`config.mk`:
```
export PLATFORM = sky130hd
export DESIGN_NAME = stack_to_queue_transfer_core
export DESIGN_NICKNAME = d
export VERILOG_FILES = /design/src/rtl/stq_pkg.sv /design/src/rtl/stq_ram.sv /design/src/rtl/stack_to_queue_transfer_core.sv
export SDC_FILE = /design/constraint.sdc
export NUM_CORES = 2
export LEC_CHECK = 0
export BUFFER_PORTS_ARGS = -buffer_cell sky130_fd_sc_hd__buf_4
export CAP_MARGIN = 40
export CORE_MARGIN = 2
export CORE_UTILIZATION = 60
export CTS_BUF_LIST = sky130_fd_sc_hd__clkbuf_16
export DETAILED_ROUTE_END_ITERATION = 16
export PLACE_DENSITY = 0.77
export SLEW_MARGIN = 20
export SYNTH_ARGS = -nofsm -noshare
export SYNTH_HDL_FRONTEND = slang
export SYNTH_HIERARCHICAL = 1
export SYNTH_SLANG_ARGS = --single-unit
```
`constraint.sdc`:
```
create_clock -name clk -period 6.9 [get_ports clk]
set_input_delay 1.38 -clock clk [delete_from_list [all_inputs] [get_ports clk]]
set_output_delay 1.38 -clock clk [all_outputs]
set_load 0.005 [all_outputs]
```
`src/rtl/stq_pkg.sv`:
```
package stq_pkg;

  // Storage geometry
  localparam int DEPTH      = 32;
  localparam int DATA_WIDTH = 32;
  localparam int AW         = (DEPTH > 1) ? $clog2(DEPTH) : 1;
  localparam int CW         = $clog2(DEPTH + 1);

  // Port field widths
  localparam int REQ_W   = 3;
  localparam int STAT_W  = 2;
  localparam int WORD_W  = 32;
  localparam int COUNT_W = 6;
  localparam int OUT_W   = 88;

  // Request codes
  localparam logic [REQ_W-1:0] REQ_PUSH = 3'd0;
  localparam logic [REQ_W-1:0] REQ_POP  = 3'd1;
  localparam logic [REQ_W-1:0] REQ_ENQ  = 3'd2;
  localparam logic [REQ_W-1:0] REQ_DEQ  = 3'd3;
  localparam logic [REQ_W-1:0] REQ_XFER = 3'd4;

  // Status codes
  localparam logic [STAT_W-1:0] ST_OK    = 2'd0;
  localparam logic [STAT_W-1:0] ST_EMPTY = 2'd1;
  localparam logic [STAT_W-1:0] ST_FULL  = 2'd2;

  // Advance a queue index, wrapping at the depth
  function automatic logic [AW-1:0] next_index(input logic [AW-1:0] i);
    next_index = (i == AW'(DEPTH - 1)) ? '0 : i + AW'(1);
  endfunction

endpackage

```
`src/rtl/stq_ram.sv`:
```
module stq_ram #(
  parameter int WIDTH = 32,
  parameter int DEPTH = 32,
  parameter int AW    = (DEPTH > 1) ? $clog2(DEPTH) : 1
) (
  input  logic             clk,
  input  logic             we,
  input  logic [AW-1:0]    waddr,
  input  logic [WIDTH-1:0] wdata,
  input  logic             re,
  input  logic [AW-1:0]    raddr,
  output logic [WIDTH-1:0] rdata
);

  logic [WIDTH-1:0] mem [DEPTH];

  // Write port, registered read port; read data holds while re is low
  always_ff @(posedge clk) begin
    if (we) begin
      mem[waddr] <= wdata;
    end
    if (re) begin
      rdata <= mem[raddr];
    end
  end

endmodule

```
`src/rtl/stack_to_queue_transfer_core.sv`:
```
// Channel   Direction  Handshake               Payload
// in_*      input      in_tvalid / in_tready   tuser: req_type; tdata: data_value
// out_*     output     out_tvalid / out_tready tuser: status; tdata: front, counts, top, moved
//
// Push, pop, enqueue, dequeue and unknown codes: the accept cycle updates the
// fill levels, writes the memory and reads the new top and front; S_RESP then
// loads the output register. A transfer of n words alternates S_XFER_RD and
// S_XFER_WR: each word is a registered stack read followed by a queue write.
// Synchronous active-low reset empties both structures; memory contents stay.
// A result held in the output register does not block acceptance; a further
// result waits in the final state until the register is free.
module stack_to_queue_transfer_core (
  input  logic        clk,
  input  logic        rst_n,
  input  logic        in_tvalid,
  output logic        in_tready,
  input  logic [31:0] in_tdata,   // [31:0] data_value
  input  logic [7:0]  in_tuser,   // [2:0] req_type, rest unused
  output logic        out_tvalid,
  input  logic        out_tready,
  output logic [87:0] out_tdata,  // [31:0] queue_front, [37:32] queue_count,
                                  // [69:38] stack_top, [75:70] stack_count,
                                  // [81:76] moved_count, [87:82] zero
  output logic [7:0]  out_tuser   // [1:0] status, rest zero
);

  localparam int AW = stq_pkg::AW;
  localparam int CW = stq_pkg::CW;
  localparam int DW = stq_pkg::DATA_WIDTH;

  typedef enum logic [1:0] {
    S_IDLE,
    S_XFER_RD,
    S_XFER_WR,
    S_RESP
  } state_t;

  state_t                        state_r, state_nxt;
  logic [CW-1:0]                 sfill_r, sfill_nxt;
  logic [CW-1:0]                 qfill_r, qfill_nxt;
  logic [AW-1:0]                 rd_r, rd_nxt;
  logic [AW-1:0]                 wr_r, wr_nxt;
  logic [CW-1:0]                 moved_r, moved_nxt;
  logic [stq_pkg::STAT_W-1:0]    status_r, status_nxt;
  logic                          stk_fwd_r, stk_fwd_nxt;
  logic                          que_fwd_r, que_fwd_nxt;
  logic [DW-1:0]                 word_r, word_nxt;
  logic                          out_valid_r, out_valid_nxt;
  logic [stq_pkg::OUT_W-1:0]     out_data_r, out_data_nxt;
  logic [stq_pkg::STAT_W-1:0]    out_stat_r, out_stat_nxt;

  logic                          s_we, s_re, q_we, q_re;
  logic [AW-1:0]                 s_waddr, s_raddr, q_waddr, q_raddr;
  logic [DW-1:0]                 s_wdata, q_wdata, s_rdata, q_rdata;
  logic [DW-1:0]                 word_in, top_w, front_w;
  logic [stq_pkg::REQ_W-1:0]     req_in;

  assign req_in  = in_tuser[stq_pkg::REQ_W-1:0];
  assign word_in = DW'(in_tdata);

  // Stack and queue storage
  stq_ram #(.WIDTH(DW), .DEPTH(stq_pkg::DEPTH)) u_stack_ram (
    .clk   (clk),
    .we    (s_we),
    .waddr (s_waddr),
    .wdata (s_wdata),
    .re    (s_re),
    .raddr (s_raddr),
    .rdata (s_rdata)
  );

  stq_ram #(.WIDTH(DW), .DEPTH(stq_pkg::DEPTH)) u_queue_ram (
    .clk   (clk),
    .we    (q_we),
    .waddr (q_waddr),
    .wdata (q_wdata),
    .re    (q_re),
    .raddr (q_raddr),
    .rdata (q_rdata)
  );

  // Pick top and front, forwarding a word written in the same cycle as its read
  assign top_w   = (sfill_r != '0) ? (stk_fwd_r ? word_r : s_rdata) : '0;
  assign front_w = (qfill_r != '0) ? (que_fwd_r ? word_r : q_rdata) : '0;

  // Next-state logic and memory control
  always_comb begin
    state_nxt     = state_r;
    sfill_nxt     = sfill_r;
    qfill_nxt     = qfill_r;
    rd_nxt        = rd_r;
    wr_nxt        = wr_r;
    moved_nxt     = moved_r;
    status_nxt    = status_r;
    stk_fwd_nxt   = stk_fwd_r;
    que_fwd_nxt   = que_fwd_r;
    word_nxt      = word_r;
    out_valid_nxt = out_valid_r;
    out_data_nxt  = out_data_r;
    out_stat_nxt  = out_stat_r;

    s_we    = 1'b0;
    s_waddr = sfill_r[AW-1:0];
    s_wdata = word_in;
    s_re    = 1'b0;
    s_raddr = AW'(sfill_r - CW'(1));
    q_we    = 1'b0;
    q_waddr = wr_r;
    q_wdata = s_rdata;
    q_re    = 1'b0;
    q_raddr = rd_r;

    // Drop the output beat once taken
    if (out_valid_r && out_tready) begin
      out_valid_nxt = 1'b0;
    end

    unique case (state_r)
      S_IDLE: begin
        if (in_tvalid) begin
          word_nxt    = word_in;
          stk_fwd_nxt = 1'b0;
          que_fwd_nxt = 1'b0;
          status_nxt  = stq_pkg::ST_OK;
          moved_nxt   = '0;
          state_nxt   = S_RESP;
          case (req_in)
            stq_pkg::REQ_PUSH: begin
              if (sfill_r == CW'(stq_pkg::DEPTH)) begin
                status_nxt = stq_pkg::ST_FULL;
              end else begin
                s_we        = 1'b1;
                sfill_nxt   = sfill_r + CW'(1);
                stk_fwd_nxt = 1'b1;
              end
            end
            stq_pkg::REQ_POP: begin
              if (sfill_r == '0) begin
                status_nxt = stq_pkg::ST_EMPTY;
              end else begin
                sfill_nxt = sfill_r - CW'(1);
              end
            end
            stq_pkg::REQ_ENQ: begin
              if (qfill_r == CW'(stq_pkg::DEPTH)) begin
                status_nxt = stq_pkg::ST_FULL;
              end else begin
                q_we        = 1'b1;
                q_wdata     = word_in;
                wr_nxt      = stq_pkg::next_index(wr_r);
                qfill_nxt   = qfill_r + CW'(1);
                que_fwd_nxt = (qfill_r == '0);
              end
            end
            stq_pkg::REQ_DEQ: begin
              if (qfill_r == '0) begin
                status_nxt = stq_pkg::ST_EMPTY;
              end else begin
                rd_nxt    = stq_pkg::next_index(rd_r);
                qfill_nxt = qfill_r - CW'(1);
              end
            end
            stq_pkg::REQ_XFER: begin
              state_nxt = S_XFER_RD;
            end
            default: begin
            end
          endcase
          // Read the new top and front
          s_re    = 1'b1;
          s_raddr = AW'(sfill_nxt - CW'(1));
          q_re    = 1'b1;
          q_raddr = rd_nxt;
        end
      end

      S_XFER_RD: begin
        // Read the stack top: next word to move, or the final top
        s_re = 1'b1;
        if (sfill_r != '0 && qfill_r != CW'(stq_pkg::DEPTH)) begin
          state_nxt = S_XFER_WR;
        end else begin
          q_re        = 1'b1;
          stk_fwd_nxt = 1'b0;
          que_fwd_nxt = 1'b0;
          status_nxt  = (sfill_r != '0) ? stq_pkg::ST_FULL : stq_pkg::ST_OK;
          state_nxt   = S_RESP;
        end
      end

      S_XFER_WR: begin
        // Move one word from stack to queue
        q_we      = 1'b1;
        sfill_nxt = sfill_r - CW'(1);
        qfill_nxt = qfill_r + CW'(1);
        wr_nxt    = stq_pkg::next_index(wr_r);
        moved_nxt = moved_r + CW'(1);
        state_nxt = S_XFER_RD;
      end

      S_RESP: begin
        // Load the output register when it is free
        if (!out_valid_r || out_tready) begin
          out_valid_nxt = 1'b1;
          out_stat_nxt  = status_r;
          out_data_nxt  = {6'b0,
                           stq_pkg::COUNT_W'(moved_r),
                           stq_pkg::COUNT_W'(sfill_r),
                           stq_pkg::WORD_W'(top_w),
                           stq_pkg::COUNT_W'(qfill_r),
                           stq_pkg::WORD_W'(front_w)};
          state_nxt     = S_IDLE;
        end
      end

      default: begin
        state_nxt = S_IDLE;
      end
    endcase
  end

  // Hold state and registered outputs
  always_ff @(posedge clk) begin
    if (!rst_n) begin
      state_r     <= S_IDLE;
      sfill_r     <= '0;
      qfill_r     <= '0;
      rd_r        <= '0;
      wr_r        <= '0;
      out_valid_r <= 1'b0;
    end else begin
      state_r     <= state_nxt;
      sfill_r     <= sfill_nxt;
      qfill_r     <= qfill_nxt;
      rd_r        <= rd_nxt;
      wr_r        <= wr_nxt;
      out_valid_r <= out_valid_nxt;
    end
    moved_r    <= moved_nxt;
    status_r   <= status_nxt;
    stk_fwd_r  <= stk_fwd_nxt;
    que_fwd_r  <= que_fwd_nxt;
    word_r     <= word_nxt;
    out_data_r <= out_data_nxt;
    out_stat_r <= out_stat_nxt;
  end

  assign in_tready  = (state_r == S_IDLE);
  assign out_tvalid = out_valid_r;
  assign out_tdata  = out_data_r;
  assign out_tuser  = {6'b0, out_stat_r};

endmodule

```
# Yosys cells after proc, flatten, opt, wreduce, memory -nomap -nowiden
# Memories as Yosys holds them, arrays and structs flattened. A register that Yosys moved wholly into a read port is not among the register bits.
# Cells that the tools add are included.
# word_totals
reg_bits	151
output_inout_bits	98
ramBits	2048
memories	2
# classes
n_reduce_logical	19
n_mux	72
n_addsub	8
eq_ne	20
# memory_table
memory	words	width	read_ports	rd_ports_with_merged_regs	wr	line_no	rtl
u_queue_ram.mem	32	32	1	1	1	stq_ram.sv:15	logic [WIDTH-1:0] mem [DEPTH];
u_stack_ram.mem	32	32	1	1	1	stq_ram.sv:15	
# op_table
op	count
two-way mux 32 bit	6
case mux 6 bit (2 select lines)	5
two-way mux 5 bit	11
two-way mux 6 bit	9
two-way mux 1 bit	24
adder 6 x 1 -> 6 bit (second input constant)	3
two-way mux 2 bit	8
case mux 2 bit (4 select lines)	2
== test 6 bit (second input constant)	2
zero test 6 bit	2
nonzero test 6 bit	2
subtractor 6 x 1 -> 6 bit (second input constant)	2
adder 5 x 1 -> 5 bit (second input constant)	2
== test 5 bit (second input constant)	2
case mux 1 bit (2 select lines)	5
case mux 5 bit (2 select lines)	1
!= test 2 bit (second input constant)	4
AND reduction 2 bit	4
== test 3 x 2 -> 1 bit (second input constant)	2
!= test 3 bit (second input constant)	2
!= test 6 bit (second input constant)	1
AND reduction 5 bit	1
subtractor 5 x 1 -> 5 bit (second input constant)	1
== test 2 bit (second input constant)	2
14 further kinds	16

# Logic depth before layout (Yosys ltp)
# depth
ltp_word	8
depth_mapped	15

# Cells and area by module
# Netlist, hierarchy kept.
# modules_own_cells
module	area_per_inst_um2	n_inst	cells_per_inst
stq_ram (u_queue_ram)	40812.9	1	2260
stq_ram (u_stack_ram)	40805.4	1	2260
stack_to_queue_transfer_core	7264.5	1	655

# Worst setup path before layout
# Ideal clock, no wire load.
# synth_path
kind	input to register
from	in out_tready
to	reg out_stat_r[0] (netlist bit), enable pin
cell_stages	2
n_path_buf	0
t_arrival_ps	5249
path_slack_ps	1115
cell_sequence	nand2b_1 nor2b_1
# synth_via
elab_chain_cells	2
# synth_rtl
element	line_no	rtl
start, declared	stack_to_queue_transfer_core.sv:20	input logic out_tready,
logical OR 1 bit	stack_to_queue_transfer_core.sv:203	if (!out_valid_r || out_tready) begin
AND reduction 2 bit (no line)	-	
end signal, assigned	stack_to_queue_transfer_core.sv:245	out_stat_r <= out_stat_nxt;
end, declared	stack_to_queue_transfer_core.sv:50	logic [stq_pkg::STAT_W-1:0] out_stat_r, out_stat_nxt;
# Every way passes these cells.
# A chain may end at the register's enable or synchronous reset.

# Final worst setup path
# layout_path
from	reg sfill_r[0]
to	reg u_stack_ram.rdata[14] (read register of u_stack_ram.mem), data pin
# layout_via
elab_chain_cells	8
# layout_rtl
element	line_no	rtl
start, declared	stack_to_queue_transfer_core.sv:39	logic [CW-1:0] sfill_r, sfill_nxt;
start signal, assigned	stack_to_queue_transfer_core.sv:233	sfill_r <= sfill_nxt;
subtractor 6 x 1 -> 6 bit, or another cell as far along	stack_to_queue_transfer_core.sv:141	sfill_nxt = sfill_r - CW'(1);
two-way mux 6 bit (on tied branches)	stack_to_queue_transfer_core.sv:138, stack_to_queue_transfer_core.sv:129	
case mux 6 bit (2 select lines)	stack_to_queue_transfer_core.sv:127	case (req_in)
two-way mux 6 bit	stack_to_queue_transfer_core.sv:120	if (in_tvalid) begin
two-way mux 6 bit	stack_to_queue_transfer_core.sv:118	unique case (state_r)
subtractor 5 x 1 -> 5 bit	stack_to_queue_transfer_core.sv:171	s_raddr = AW'(sfill_nxt - CW'(1));
two-way mux 5 bit	stack_to_queue_transfer_core.sv:120	
two-way mux 5 bit (*)	stack_to_queue_transfer_core.sv:118	
via s_raddr[1]	stack_to_queue_transfer_core.sv:53	logic [AW-1:0] s_waddr, s_raddr, q_waddr, q_raddr;
end, declared	stq_ram.sv:12	output logic [WIDTH-1:0] rdata
# Mark *: on every way through the listed nets, which the timed path passes. The rest lies on a longest branch. The select of a mux whose other input is x is not followed.

==> qor.yml <==
status:
  run_status: "completed"
routing:
  ant_nets: 0
  drt-total-wl_um: 214000
  drt_iter0_drc: 5799
  dr.pass1.iters: 7
  post_drt_via_cell_ratio: 6.42
  drc: 0
  num_vias: 48519
  post_drt_wl_per_cell_um: 28.3
floorplan:
  die_y_um: 389
  io_pins: 142
  rows: 141
  coreArea_mm2: 0.147
  start_util: 0.603
  fp.dieW_um: 389
  die-area_mm2: 0.151
worst_hold_path:
  holdCritStartpoint: "status_r[1]$_DFFE_PP_"
  hold_class: "flip-flop to flip-flop"
  hold_path_end: "out_stat_r[1]$_DFFE_PP_"
  holdPathStages: 0
cells_and_area:
  area_growth_pct: 13.4
  fin_nets: 5499
  drive_gt1_frac: 0.137
  utilization: 0.684
  seq_area_mm2: 0.0677
  final_cells: 7561
  multi_input_area_mm2: 0.0200
  nFillCells: 9188
logic_synthesis:
  synthCells: 5175
  syn_area_per_cell_um2: 17.2
  ys_warn_count: 6
  ys_ff_latch: 2263
  syn_area_mm2: 0.0889
  synth-seq-area-share: 0.762
  synth_flop_cell: "edfxtp_1"
  synth_cell_types: 67
  synth_edf_count: 2238
  async_flop_share: 0
setup_path:
  critPathArrivalTime_ps: 5680
  critPathMaxFanout: 28
  reg2reg_from: "sfill_r[0]$_SDFFE_PN0P_"
  critPathSlowestCell: "and2b_4"
  worstSetupPathType: "flip-flop to flip-flop"
  required_ps: 7450
  rr_worst_depth: 13
  r2r_slack_ps: 1770
  end_kind: "flip-flop"
  max_stage_delay_ps: 710
  cp_cell_sequence: "inv_1 > ha_1 > nor4b_1 > a21oi_1 > xnor2_1 > ha_1 > mux2i_1 > and2b_4 > buf_12 > a22o_1 > nor3_1 > a31oi_1 > nand3_1"
  crit_path_frequent_cell: "ha_1"
  rr_endpoint: "u_stack_ram/rdata[14]$_DFFE_PP_"
  cp-start-kind: "flip-flop"
sta:
  rsz0062_at_grt: "no"
  slew_headroom: 0.393
  finClkSkew_ps: 34.7
  hold_violations: 0
  post-route-period-util: 0.744
  tns_ps: 0
  max_freq_mhz: 195
  fin_crit_ps: 5130
  drv_slew: 0
  worst_pin_slew_ps: 908
  setup_viol: 0
  whs_ps: 451
global_route:
  track_usage: 0.281
  grt_overflow: 0
  grt_pass1_vias: 47801
  grt_pass1_wl_um: 311000
  antenna_found_initial: 6
  grt_max_degree: 98
cts:
  cts_root_buffer: "clkbuf_16"
  clockBufferDepth: 3
  post_cts_buffers: 0
  path_clk_slew_ps: 60
  insertion_delay_ps: 840
  cts_tree: "yes"
  cts_num_sinks: 2263
  numCtsBuffers: 211
  cts_hold_buffers: 0
  cts.repair.resized: 0
  htreeDepth: 4
job:
  maxCapViolCount: 0
power_and_ir_drop:
  p_leak_uw: 0.0349
  ir_drop_mv: 0.303
  power.density_mw_per_mm2: 335
placement:
  gp_congestion: 0.825
  dp.final_hpwl_um: 126000
  placed_cells: 7135
  numPortBuffers: 124
how the worst max path moves through the flow:
| stage | startpoint | endpoint | slack (ps) | depth (start not counted) |
|---|---|---|---|---|
| final | sfill_r[0]$_SDFFE_PN0P_ | u_stack_ram/rdata[14]$_DFFE_PP_ | 1770 | 13 |
| after global routing | sfill_r[0]$_SDFFE_PN0P_ | u_stack_ram/rdata[14]$_DFFE_PP_ | 1260 | 13 |
| after CTS | sfill_r[0]$_SDFFE_PN0P_ | u_stack_ram/rdata[14]$_DFFE_PP_ | 1860 | 13 |
| after detailed placement | in_tvalid | u_queue_ram/rdata[23]$_DFFE_PP_ | 1410 | 12 |
| after global placement | in_tvalid | u_stack_ram/rdata[23]$_DFFE_PP_ | 1200 | 13 |
| after floorplan | out_tready | out_stat_r[0]$_DFFE_PP_ | 1110 | 2 |
cell usage in the layout (no fill, tap or decap), drive strengths merged, types with 3 or more instances in the layout:
master and instances:
ha 11, and3 4, o21ai 18, nor2b 9, a22o 129, a22oi 192, nand2b 8, nand3 204
a32oi 4, dfxtp 25, clkinv 99, or4b 3, diode 3, and2 9, or3 4, nor2 170
conb 12, nand2 313, edfxtp 2238, a211oi 4, o211ai 3, xor2 7, clkbuf 211, mux2i 1092
buf 347, clkinvlp 7, a31oi 69, or3b 9, a21oi 205, inv 68, nor3 67, bufinv 24
nand3b 12, o21a 3, xnor2 11, or2 4
power breakdown:
part	internal [uW]	switching, uW	total, uW
Clock	6480	4990	11500
Combinational	1850	3770	5620
Sequential	16400	257	16700
Total	24700	9010	33800
final cells by class:
type,count,share of cell area
flip-flops and latches,2263,0.672
multi-input cells,2609,0.199
clock buffers,211,0.0524
repair buffers,347,0.0369
well taps,1930,0.0240
clock inverters,186,0.0159
inverters,12,0.000447
diodes,3,0.0000745
sequential cells by signal, indices dropped and copies added (netlist names), 2 cells and up:
name / count
out_stat_r: 2
out_tdata: 82
u_queue_ram/mem: 1024
u_queue_ram/rdata: 32
qfill_r: 6
status_r: 2
u_stack_ram/rdata: 32
state_r: 2
q_waddr: 5
sfill_r: 6
word_r: 32
u_stack_ram/mem: 1024
moved_r: 6
rd_r: 5
synthesized netlist by cell type, types with 7 or more instances:
master       n  area share
edfxtp_1  2238        0.76
mux2i_1   1092        0.12
nand2_1    313       0.013
a21oi_1    205       0.012
nand3_1    204       0.011
a22oi_1    192       0.016
nor2_1     169      0.0071
a22o_1     129       0.013
clkbuf_1   118      0.0050
buf_4       80      0.0068
a31oi_1     69      0.0049
nor3_1      67      0.0038
buf_2       56      0.0032
buf_6       30      0.0038
dfxtp_1     25      0.0056
o21ai_0     18      0.0010
buf_1       14     0.00059
inv_1       12     0.00051
nand3b_1    12      0.0010
ha_1        11      0.0015
xnor2_1     11      0.0011
and2_1       9     0.00063
nor2b_1      9     0.00063
nand2b_1     8     0.00056
or3b_2       7     0.00069
xor2_1       7     0.00069
per-layer routing:
metal | up-vias | part of all wire | global-route usage
li1 | 20899 | - | -
met1 | 24643 | 0.38 | 0.375
met2 | 2541 | 0.50 | 0.471
met3 | 432 | 0.087 | 0.0445
met4 | 4 | 0.033 | 0.102
met5 | - | 0.00010 | 0
stage by stage:
step / worst slack [ps] / power [uW] / cell area, um2
2_1_floorplan: 1110 / 20100 / 88900
3_3_place_gp: 1200 / 22000 / 92800
3_5_place_dp: 1410 / 22300 / 93500
4_1_cts: 1860 / 33600 / 100000
5_1_grt: 1260 / 34700 / 101000
6_report: 1770 / 33800 / 101000
worst max-delay path, delay by kind of cell, from the launching register on:
kind / cells / cell delay [ps]
buf+inv: 2 / 500
compound gates: 3 / 860
fa+ha+maj: 2 / 560
simple gates: 4 / 1640
xor+xnor: 1 / 310
mux: 1 / 510
flops: 1 / 450
kinds of logic (layout without fill, tap and decap cells):
| family | count (synthesis) | in the layout | synth area share |
|---|---|---|---|
| compound gates | 646 | 646 | 0.0499 |
| xor+xnor | 18 | 18 | 0.00177 |
| fa+ha+maj | 11 | 11 | 0.00155 |
| buf+inv | 314 | 756 | 0.0201 |
| flops | 2263 | 2263 | 0.762 |
| mux | 1094 | 1094 | 0.123 |
| other cells | 1 | 15 | 0.0000422 |
| simple gates | 828 | 828 | 0.0417 |
No activity file was read; power rests on OpenSTA's default activity.
